**src/hw/rtl/drrc_pkg.sv**
```systemverilog
// ----------------------------------------------------------------------------
// drrc_pkg: shared definitions of the dirty rectangle repaint coalescer
// Command codes, configuration register indexes and reset values that the
// coalescer modules share.
// ----------------------------------------------------------------------------
`default_nettype none

package drrc_pkg;

    // Command field of an input transaction.
    typedef logic [1:0] t_cmd;

    localparam t_cmd CMD_RECT = 2'd0;
    localparam t_cmd CMD_TICK = 2'd1;
    localparam t_cmd CMD_MODE = 2'd2;
    localparam t_cmd CMD_NONE = 2'd3;

    // Configuration registers are all 16 bits wide.
    localparam int CFG_W = 16;

    typedef logic [CFG_W-1:0] t_cfg_data;
    typedef logic             t_cfg_index;

    localparam t_cfg_index CFG_STD_DELAY  = 1'b0;
    localparam t_cfg_index CFG_FAST_DELAY = 1'b1;

    localparam t_cfg_data STD_DELAY_RESET  = 16'd400;
    localparam t_cfg_data FAST_DELAY_RESET = 16'd50;

endpackage

`default_nettype wire

```
**src/hw/rtl/drrc_in_stage.sv**
```systemverilog
// ----------------------------------------------------------------------------
// drrc_in_stage: input register of the coalescer
// Captures one input transaction and holds it until the core takes it.
// ----------------------------------------------------------------------------
`default_nettype none

module drrc_in_stage #(
    parameter int COORD_BITS = 12
) (
    input  wire                    i_clk,
    input  wire                    i_rst_n,
    input  wire                    i_in_valid,
    output logic                   o_in_stall,
    input  wire  drrc_pkg::t_cmd   i_cmd,
    input  wire  [COORD_BITS-1:0]  i_rect_x,
    input  wire  [COORD_BITS-1:0]  i_rect_y,
    input  wire  [COORD_BITS:0]    i_rect_w,
    input  wire  [COORD_BITS:0]    i_rect_h,
    input  wire                    i_fast_select,
    input  wire                    i_take,
    output logic                   o_valid,
    output drrc_pkg::t_cmd         o_cmd,
    output logic [COORD_BITS-1:0]  o_rect_x,
    output logic [COORD_BITS-1:0]  o_rect_y,
    output logic [COORD_BITS:0]    o_rect_w,
    output logic [COORD_BITS:0]    o_rect_h,
    output logic                   o_fast_select
);

    logic                  r_valid;
    logic                  n_valid;
    logic                  w_load;
    drrc_pkg::t_cmd        r_cmd;
    logic [COORD_BITS-1:0] r_rect_x;
    logic [COORD_BITS-1:0] r_rect_y;
    logic [COORD_BITS:0]   r_rect_w;
    logic [COORD_BITS:0]   r_rect_h;
    logic                  r_fast_select;

    // The register refills in the same cycle that the core drains it.
    assign o_in_stall = r_valid && !i_take;
    assign w_load     = i_in_valid && !o_in_stall;

    always_comb begin
        if (w_load) begin
            n_valid = 1'b1;
        end else if (i_take) begin
            n_valid = 1'b0;
        end else begin
            n_valid = r_valid;
        end
    end

    always_ff @(posedge i_clk) begin
        if (!i_rst_n) begin
            r_valid <= 1'b0;
        end else begin
            r_valid <= n_valid;
        end
    end

    // Payload needs no reset; it is only used while the valid flag is set.
    always_ff @(posedge i_clk) begin
        if (w_load) begin
            r_cmd         <= i_cmd;
            r_rect_x      <= i_rect_x;
            r_rect_y      <= i_rect_y;
            r_rect_w      <= i_rect_w;
            r_rect_h      <= i_rect_h;
            r_fast_select <= i_fast_select;
        end
    end

    assign o_valid       = r_valid;
    assign o_cmd         = r_cmd;
    assign o_rect_x      = r_rect_x;
    assign o_rect_y      = r_rect_y;
    assign o_rect_w      = r_rect_w;
    assign o_rect_h      = r_rect_h;
    assign o_fast_select = r_fast_select;

endmodule

`default_nettype wire

```
**src/hw/rtl/drrc_core.sv**
```systemverilog
// ----------------------------------------------------------------------------
// drrc_core: box merge, repaint timer and repaint decision
// Holds the pending box, the mode and the tick counter, and decides for each
// transaction whether a repaint command is issued.
// ----------------------------------------------------------------------------
`default_nettype none

module drrc_core #(
    parameter int COORD_BITS = 12,
    parameter int TIMER_BITS = 16
) (
    input  wire                        i_clk,
    input  wire                        i_rst_n,
    input  wire                        i_valid,
    input  wire                        i_take,
    input  wire  drrc_pkg::t_cmd       i_cmd,
    input  wire  [COORD_BITS-1:0]      i_rect_x,
    input  wire  [COORD_BITS-1:0]      i_rect_y,
    input  wire  [COORD_BITS:0]        i_rect_w,
    input  wire  [COORD_BITS:0]        i_rect_h,
    input  wire                        i_fast_select,
    input  wire  drrc_pkg::t_cfg_data  i_std_delay,
    input  wire  drrc_pkg::t_cfg_data  i_fast_delay,
    output logic                       o_fire,
    output logic [COORD_BITS-1:0]      o_x,
    output logic [COORD_BITS-1:0]      o_y,
    output logic [COORD_BITS:0]        o_w,
    output logic [COORD_BITS:0]        o_h,
    output logic                       o_fast
);

    localparam int SUM_W = COORD_BITS + 2;
    localparam int CMP_W = TIMER_BITS + drrc_pkg::CFG_W;
    localparam logic [TIMER_BITS-1:0] TIMER_MAX = {TIMER_BITS{1'b1}};

    logic                  r_pending;
    logic                  r_fast_mode;
    logic [TIMER_BITS-1:0] r_since;
    logic [COORD_BITS-1:0] r_px;
    logic [COORD_BITS-1:0] r_py;
    logic [COORD_BITS:0]   r_pw;
    logic [COORD_BITS:0]   r_ph;

    logic                  n_pending;
    logic                  n_fast_mode;
    logic [TIMER_BITS-1:0] n_since;
    logic [COORD_BITS-1:0] n_px;
    logic [COORD_BITS-1:0] n_py;
    logic [COORD_BITS:0]   n_pw;
    logic [COORD_BITS:0]   n_ph;

    logic                  w_step;
    logic [COORD_BITS-1:0] w_left;
    logic [COORD_BITS-1:0] w_top;
    logic [SUM_W-1:0]      w_right;
    logic [SUM_W-1:0]      w_bottom;
    logic [SUM_W-1:0]      w_r0;
    logic [SUM_W-1:0]      w_b0;
    logic [SUM_W-1:0]      w_mw;
    logic [SUM_W-1:0]      w_mh;
    logic                  w_mrg_pending;
    logic                  w_mrg_fast;
    logic [TIMER_BITS-1:0] w_mrg_since;
    logic [COORD_BITS-1:0] w_mrg_x;
    logic [COORD_BITS-1:0] w_mrg_y;
    logic [COORD_BITS:0]   w_mrg_w;
    logic [COORD_BITS:0]   w_mrg_h;
    drrc_pkg::t_cfg_data   w_delay;
    logic                  w_fire;

    assign w_step = i_valid && i_take;

    // Bounding box of the pending box and the new rectangle.
    always_comb begin
        w_left   = (i_rect_x < r_px) ? i_rect_x : r_px;
        w_top    = (i_rect_y < r_py) ? i_rect_y : r_py;
        w_right  = SUM_W'(i_rect_x) + SUM_W'(i_rect_w);
        w_r0     = SUM_W'(r_px) + SUM_W'(r_pw);
        w_bottom = SUM_W'(i_rect_y) + SUM_W'(i_rect_h);
        w_b0     = SUM_W'(r_py) + SUM_W'(r_ph);
        if (w_r0 > w_right) begin
            w_right = w_r0;
        end
        if (w_b0 > w_bottom) begin
            w_bottom = w_b0;
        end
        w_mw = w_right - SUM_W'(w_left);
        w_mh = w_bottom - SUM_W'(w_top);
    end

    // State after the command itself, before the repaint check.
    always_comb begin
        w_mrg_pending = r_pending;
        w_mrg_fast    = r_fast_mode;
        w_mrg_since   = r_since;
        w_mrg_x       = r_px;
        w_mrg_y       = r_py;
        w_mrg_w       = r_pw;
        w_mrg_h       = r_ph;
        case (i_cmd)
            drrc_pkg::CMD_RECT: begin
                w_mrg_pending = 1'b1;
                if (r_pending) begin
                    w_mrg_x = w_left;
                    w_mrg_y = w_top;
                    w_mrg_w = w_mw[COORD_BITS:0];
                    w_mrg_h = w_mh[COORD_BITS:0];
                end else begin
                    w_mrg_x = i_rect_x;
                    w_mrg_y = i_rect_y;
                    w_mrg_w = i_rect_w;
                    w_mrg_h = i_rect_h;
                end
            end
            drrc_pkg::CMD_TICK: begin
                if (r_since != TIMER_MAX) begin
                    w_mrg_since = r_since + 1'b1;
                end
            end
            drrc_pkg::CMD_MODE: begin
                w_mrg_fast = i_fast_select;
            end
            default: begin
            end
        endcase
    end

    // Repaint check against the delay of the mode now in force.
    always_comb begin
        w_delay = w_mrg_fast ? i_fast_delay : i_std_delay;
        w_fire  = w_step && w_mrg_pending && (CMP_W'(w_mrg_since) >= CMP_W'(w_delay));
    end

    always_comb begin
        n_pending   = r_pending;
        n_fast_mode = r_fast_mode;
        n_since     = r_since;
        n_px        = r_px;
        n_py        = r_py;
        n_pw        = r_pw;
        n_ph        = r_ph;
        if (w_step) begin
            n_pending   = w_mrg_pending;
            n_fast_mode = w_mrg_fast;
            n_since     = w_mrg_since;
            n_px        = w_mrg_x;
            n_py        = w_mrg_y;
            n_pw        = w_mrg_w;
            n_ph        = w_mrg_h;
            if (w_fire) begin
                n_since = '0;
                if (!w_mrg_fast) begin
                    n_pending = 1'b0;
                end
            end
        end
    end

    always_ff @(posedge i_clk) begin
        if (!i_rst_n) begin
            r_pending   <= 1'b0;
            r_fast_mode <= 1'b0;
            r_since     <= TIMER_MAX;
            r_px        <= '0;
            r_py        <= '0;
            r_pw        <= '0;
            r_ph        <= '0;
        end else begin
            r_pending   <= n_pending;
            r_fast_mode <= n_fast_mode;
            r_since     <= n_since;
            r_px        <= n_px;
            r_py        <= n_py;
            r_pw        <= n_pw;
            r_ph        <= n_ph;
        end
    end

    assign o_fire = w_fire;
    assign o_x    = w_mrg_x;
    assign o_y    = w_mrg_y;
    assign o_w    = w_mrg_w;
    assign o_h    = w_mrg_h;
    assign o_fast = w_mrg_fast;

endmodule

`default_nettype wire

```
**src/hw/rtl/dirty_rect_repaint_coalescer.sv**
```systemverilog
// ----------------------------------------------------------------------------
// dirty_rect_repaint_coalescer: merges damaged rectangles into repaint commands
// Top level with configuration registers, input stage, core and result
// register.
// ----------------------------------------------------------------------------
// Each transaction (rectangle, tick or mode change) is handled in the
// core and the block accepts one transaction per clock as long as repaint
// commands are taken. A transaction passes through the input register and,
// if it triggers a repaint when the core takes it, the command is loaded
// into the result register. The rate is set by the combinational merge and
// timer compare in the core; when the output is stalled, one more
// transaction is held in the input register before input stall rises.
// Delay registers should be written while the block is idle.
`default_nettype none

module dirty_rect_repaint_coalescer #(
    parameter int COORD_BITS = 12,
    parameter int TIMER_BITS = 16
) (
    input  wire                        i_clk,
    input  wire                        i_rst_n,
    // Configuration write port
    input  wire                        i_cfg_we,
    input  wire  drrc_pkg::t_cfg_index i_cfg_index,
    input  wire  drrc_pkg::t_cfg_data  i_cfg_data,
    // Input channel
    input  wire                        i_in_valid,
    output logic                       o_in_stall,
    input  wire  drrc_pkg::t_cmd       i_cmd,
    input  wire  [COORD_BITS-1:0]      i_rect_x,
    input  wire  [COORD_BITS-1:0]      i_rect_y,
    input  wire  [COORD_BITS:0]        i_rect_w,
    input  wire  [COORD_BITS:0]        i_rect_h,
    input  wire                        i_fast_select,
    // Output channel
    output logic                       o_out_valid,
    input  wire                        i_out_stall,
    output logic [COORD_BITS-1:0]      o_repaint_x,
    output logic [COORD_BITS-1:0]      o_repaint_y,
    output logic [COORD_BITS:0]        o_repaint_w,
    output logic [COORD_BITS:0]        o_repaint_h,
    output logic                       o_waveform_fast
);

    drrc_pkg::t_cfg_data   r_std_delay;
    drrc_pkg::t_cfg_data   r_fast_delay;

    logic                  w_stg_valid;
    drrc_pkg::t_cmd        w_stg_cmd;
    logic [COORD_BITS-1:0] w_stg_x;
    logic [COORD_BITS-1:0] w_stg_y;
    logic [COORD_BITS:0]   w_stg_w;
    logic [COORD_BITS:0]   w_stg_h;
    logic                  w_stg_fast_select;
    logic                  w_take;

    logic                  w_fire;
    logic [COORD_BITS-1:0] w_x;
    logic [COORD_BITS-1:0] w_y;
    logic [COORD_BITS:0]   w_w;
    logic [COORD_BITS:0]   w_h;
    logic                  w_fast;

    logic                  r_out_valid;
    logic                  n_out_valid;
    logic [COORD_BITS-1:0] r_out_x;
    logic [COORD_BITS-1:0] r_out_y;
    logic [COORD_BITS:0]   r_out_w;
    logic [COORD_BITS:0]   r_out_h;
    logic                  r_out_fast;

    // Configuration registers.
    always_ff @(posedge i_clk) begin
        if (!i_rst_n) begin
            r_std_delay  <= drrc_pkg::STD_DELAY_RESET;
            r_fast_delay <= drrc_pkg::FAST_DELAY_RESET;
        end else if (i_cfg_we) begin
            case (i_cfg_index)
                drrc_pkg::CFG_STD_DELAY:  r_std_delay  <= i_cfg_data;
                drrc_pkg::CFG_FAST_DELAY: r_fast_delay <= i_cfg_data;
                default: begin
                end
            endcase
        end
    end

    // The core takes a transaction whenever the result register has room.
    assign w_take = !r_out_valid || !i_out_stall;

    drrc_in_stage #(
        .COORD_BITS (COORD_BITS)
    ) u_in_stage (
        .i_clk         (i_clk),
        .i_rst_n       (i_rst_n),
        .i_in_valid    (i_in_valid),
        .o_in_stall    (o_in_stall),
        .i_cmd         (i_cmd),
        .i_rect_x      (i_rect_x),
        .i_rect_y      (i_rect_y),
        .i_rect_w      (i_rect_w),
        .i_rect_h      (i_rect_h),
        .i_fast_select (i_fast_select),
        .i_take        (w_take),
        .o_valid       (w_stg_valid),
        .o_cmd         (w_stg_cmd),
        .o_rect_x      (w_stg_x),
        .o_rect_y      (w_stg_y),
        .o_rect_w      (w_stg_w),
        .o_rect_h      (w_stg_h),
        .o_fast_select (w_stg_fast_select)
    );

    drrc_core #(
        .COORD_BITS (COORD_BITS),
        .TIMER_BITS (TIMER_BITS)
    ) u_core (
        .i_clk         (i_clk),
        .i_rst_n       (i_rst_n),
        .i_valid       (w_stg_valid),
        .i_take        (w_take),
        .i_cmd         (w_stg_cmd),
        .i_rect_x      (w_stg_x),
        .i_rect_y      (w_stg_y),
        .i_rect_w      (w_stg_w),
        .i_rect_h      (w_stg_h),
        .i_fast_select (w_stg_fast_select),
        .i_std_delay   (r_std_delay),
        .i_fast_delay  (r_fast_delay),
        .o_fire        (w_fire),
        .o_x           (w_x),
        .o_y           (w_y),
        .o_w           (w_w),
        .o_h           (w_h),
        .o_fast        (w_fast)
    );

    // Result register: loads a repaint command, drops when it is taken.
    always_comb begin
        if (w_fire) begin
            n_out_valid = 1'b1;
        end else if (!i_out_stall) begin
            n_out_valid = 1'b0;
        end else begin
            n_out_valid = r_out_valid;
        end
    end

    always_ff @(posedge i_clk) begin
        if (!i_rst_n) begin
            r_out_valid <= 1'b0;
        end else begin
            r_out_valid <= n_out_valid;
        end
    end

    always_ff @(posedge i_clk) begin
        if (w_fire) begin
            r_out_x    <= w_x;
            r_out_y    <= w_y;
            r_out_w    <= w_w;
            r_out_h    <= w_h;
            r_out_fast <= w_fast;
        end
    end

    assign o_out_valid     = r_out_valid;
    assign o_repaint_x     = r_out_x;
    assign o_repaint_y     = r_out_y;
    assign o_repaint_w     = r_out_w;
    assign o_repaint_h     = r_out_h;
    assign o_waveform_fast = r_out_fast;

`ifndef SYNTHESIS
    // Input stall only rises behind a stalled, full result register.
    a_stall_cause: assert property (@(posedge i_clk) disable iff (!i_rst_n)
        o_in_stall |-> (r_out_valid && i_out_stall))
        else $error("input stalled while the result register could drain");

    // A repaint is only issued for a transaction the core actually consumes.
    a_fire_on_take: assert property (@(posedge i_clk) disable iff (!i_rst_n)
        w_fire |-> (w_stg_valid && w_take))
        else $error("repaint issued without a consumed transaction");

    // A new result only appears after the core issued a repaint.
    a_out_from_fire: assert property (@(posedge i_clk) disable iff (!i_rst_n)
        $rose(o_out_valid) |-> $past(w_fire))
        else $error("output valid rose without a repaint decision");
`endif

endmodule

`default_nettype wire
```
**config.mk**
```make
export PLATFORM = sky130hd
export DESIGN_NAME = dirty_rect_repaint_coalescer
export DESIGN_NICKNAME = d
export VERILOG_FILES = /design/src/hw/rtl/drrc_pkg.sv /design/src/hw/rtl/drrc_in_stage.sv /design/src/hw/rtl/drrc_core.sv /design/src/hw/rtl/dirty_rect_repaint_coalescer.sv
export SDC_FILE = /design/constraint.sdc
export NUM_CORES = 1
export LEC_CHECK = 0
export BUFFER_PORTS_ARGS = -buffer_cell sky130_fd_sc_hd__buf_2
export CORE_MARGIN = 2
export CORE_UTILIZATION = 30
export DETAILED_ROUTE_END_ITERATION = 6
export PLACE_DENSITY = 0.59
export SLEW_MARGIN = 15
export SYNTH_ARGS = -nofsm -noshare
export SYNTH_HDL_FRONTEND = slang
export SYNTH_HIERARCHICAL = 1
export SYNTH_SLANG_ARGS = --single-unit
```
**constraint.sdc**
```tcl
create_clock -name i_clk -period 7.5 [get_ports i_clk]
set_clock_uncertainty 0.05 [all_clocks]
set_input_delay 1.5 -clock i_clk [delete_from_list [all_inputs] [get_ports i_clk]]
set_output_delay 1.5 -clock i_clk [all_outputs]
set_load 0.01 [all_outputs]
```
==> flow_metrics.py <==
metrics = {
    "drt": {
        "vias": 10500,
        "via_per_inst": 4.96,
        "first_pass_iters": 5,
        "dr.first_iter.drc_count": 528,
        "wl_per_cell_um": 16.9,
        "ant_nets": 0,
        "wirelength_um": 35800,
        "drc": 0,
    },
    "power": {
        "p_leak_nw": 6.89,
        "peakVddDrop_uv": 136,
        "powerDensity_mw_per_mm2": 224,
    },
    "synthesis": {
        "synth_area_leader_cell": "edfxtp_1",
        "synth_top_area_frac": 0.230,
        "ys_seq_area_frac": 0.381,
        "ys.flop_type": "edfxtp_1",
        "async_flop_share": 0,
        "yosys_warnings": 6,
        "ys_types": 65,
        "synth_commonest_cells": "nand2_1 (158), ha_1 (139), edfxtp_1 (104)",
        "synthTopCellsByArea": "edfxtp_1 (23%), dfxtp_1 (15%), ha_1 (13%)",
        "synth-seq-cells": 206,
        "synth.most_common_cell": "nand2_1",
        "synth_edf_count": 104,
        "synthCells": 1391,
        "avgSynthCellArea_sq_um": 9.75,
        "netlist_area_sq_mm": 0.0136,
        "synth.net_count": 1611,
    },
    "timing": {
        "setup_tns_ns": 0,
        "slew_headroom": 0.340,
        "setup_viol": 0,
        "clock.fmax_mhz": 152,
        "grt_setup_unrepaired": "false",
        "worst_pin_slew_ns": 0.990,
        "period_needed_ns": 6.57,
        "final_max_slew_viol_count": 0,
        "finalHoldViolCount": 0,
        "finalCritPeriodShare": 0.876,
    },
    "critical_path": {
        "critPathMaxFanout": 14,
        "worstSetupPathType": "reg2reg",
        "cp_slowest_cell": "fa_1",
        "max_stage_delay_ns": 0.42,
        "arrival_ns": 6.80,
        "cp_top_family": "compound AO/OA/AOI/OAI gates",
        "cp_data_required_time_ns": 7.73,
        "cp-end-kind": "flop",
        "crit_buf_inv": 4,
        "cp-start-kind": "flop",
        "cp_common_cell": "a21oi_1",
    },
    "clock_network": {
        "cts_resized": 0,
        "clock-sinks": 206,
        "cts_root_buffer": "clkbuf_16",
        "clock_latency_ns": 0.55,
        "htreeDepth": 1,
        "cts_hold_buf": 0,
        "postCtsSetupBuffers": 0,
        "cts_inserted_buffers": 26,
        "cts_tree": "yes",
        "cts.clk_slew.worst_paths_ns": 0.06,
        "clockBufferDepth": 3,
    },
    "finish": {
        "area_growth_pct": 15.6,
        "final_nets": 1725,
        "fin_util": 0.353,
        "antenna_cells": 0,
        "drive_above_1_share": 0.155,
    },
    "floorplan": {
        "start_util": 0.305,
        "io_pins": 128,
        "die-area_sq_mm": 0.0469,
        "core_area_sq_mm": 0.0444,
        "die_w_um": 217,
        "die_height_um": 217,
        "row_count": 77,
    },
    "global_routing": {
        "grt_pass1_wl_um": 56700,
        "grt.overflow.total": 0,
        "grt_max_degree": 63,
        "track_usage": 0.151,
        "grt_antenna_before_repair": 0,
        "first_global_vias": 10500,
    },
    "placement": {
        "globalplace.congestion": 0.907,
        "io_buffers": 127,
        "hpwl_um": 26200,
    },
    "outcome": {
        "status": "finished, final reports clean",
    },
    "hold_path": {
        "hold_path.class": "reg2reg",
    },
    "flow_run": {
        "drv_cap": 0,
    },
}
[per-layer routing]
layer,vias to the layer above,share of wire,GRT usage
li1,5267,-,-
met1,4939,0.46,0.197
met2,228,0.45,0.248
met3,60,0.054,0.0348
met4,0,0.029,0.0443
met5,-,0,0
[worst reg2reg max path: cells and delay by family (launching register included)]
kind | cells | cell delay, ns
xor+xnor | 1 | 0.10
compound gates | 15 | 3.14
mux | 1 | 0.19
buf+inv | 4 | 0.47
fa+ha+maj | 5 | 1.52
simple gates | 3 | 0.45
flops | 1 | 0.40
[through the flow]
| step | power, W | hold WS, ns | instance area (sq um) | instances | worst slack [ns] |
|---|---|---|---|---|---|
| floorplan | 0.00204 | 0.381 | 13600 | 1391 | 1.42 |
| global placement | 0.00224 | 0.392 | 14800 | 2069 | 1.24 |
| detailed placement | 0.00226 | 0.397 | 14800 | 2069 | 1.09 |
| CTS | 0.00357 | 0.407 | 15700 | 2117 | 1.02 |
| global route | 0.00374 | 0.425 | 15700 | 2117 | 0.307 |
| finish | 0.00352 | 0.406 | 15700 | 2117 | 0.932 |
[layout make-up]
type	instances	area (sq um)
flip-flops and latches	206	5160
fillers	4499	28700
clock inverters	16	180
multi-input cells	1058	7880
inverters	73	274
clock buffers	32	703
well taps	592	741
repair buffers	140	736
[power breakdown]
| group | switching [W] | internal (W) |
|---|---|---|
| clock | 0.000502 | 0.000772 |
| sequential | 0.0000520 | 0.00124 |
| combinational | 0.000524 | 0.000423 |
| total | 0.00108 | 0.00244 |
[cell families after synthesis]
| family | count (synthesis) | share of synthesized area |
|---|---|---|
| and+or+nand+nor | 365 | 0.124 |
| AOI/OAI and AO/OA | 349 | 0.169 |
| xor gates and xnor gates | 70 | 0.0452 |
| muxes | 129 | 0.103 |
| adders and majority gates | 145 | 0.137 |
| buffers and inverters | 127 | 0.0405 |
| DFF | 206 | 0.381 |
[state kept, by name, summed over array words and instances (netlist names), 2 cells and up]
register,cells
r_fast_delay,16
r_std_delay,16
u_core/r_since,16
o_repaint_h,13
o_repaint_w,13
u_core/r_ph,13
u_core/r_pw,13
u_in_stage/o_rect_h,13
u_in_stage/o_rect_w,13
o_repaint_x,12
o_repaint_y,12
u_core/r_px,12
u_core/r_py,12
u_in_stage/o_rect_x,12
u_in_stage/o_rect_y,12
u_in_stage/o_cmd,2
[worst paths after layout]
| kind | from | end | slack (ns) | depth (start not counted) |
|---|---|---|---|---|
| max | u_in_stage/o_rect_x[0]$_DFFE_PP_ | o_repaint_w[12]$_DFFE_PP_ | 0.93 | 29 |
| min reg2reg | r_fast_delay[13]$_SDFFE_PN0P_ | r_fast_delay[13]$_SDFFE_PN0P_ | 0.41 | 2 |
| min | r_fast_delay[13]$_SDFFE_PN0P_ | r_fast_delay[13]$_SDFFE_PN0P_ | 0.41 | 2 |
| max reg2reg | u_in_stage/o_rect_x[0]$_DFFE_PP_ | o_repaint_w[12]$_DFFE_PP_ | 0.93 | 29 |
[cells in the final DEF (no fill, tap or decap), types with 8 or more instances in the layout]
cell       instances
o211ai_1          18
o21ba_1           20
a21oi_1           75
o21ai_0           93
inv_1             73
nand4_1           10
clkbuf_16         26
o21bai_1           8
mux2_2            13
a21o_1            31
mux2i_1           94
a211oi_1           9
buf_4             14
ha_1             139
nand2_1          157
and3_1             9
xnor2_1           44
buf_2            126
xor2_1            26
o21a_1            18
nor2b_1           26
nand3_1           24
edfxtp_1         104
nor3_1            25
nand2b_1          11
dfxtp_1          102
a21boi_0          12
mux2_4            18
nor2_1            69
a31oi_1           12
Power figures use the tool's default switching activity.
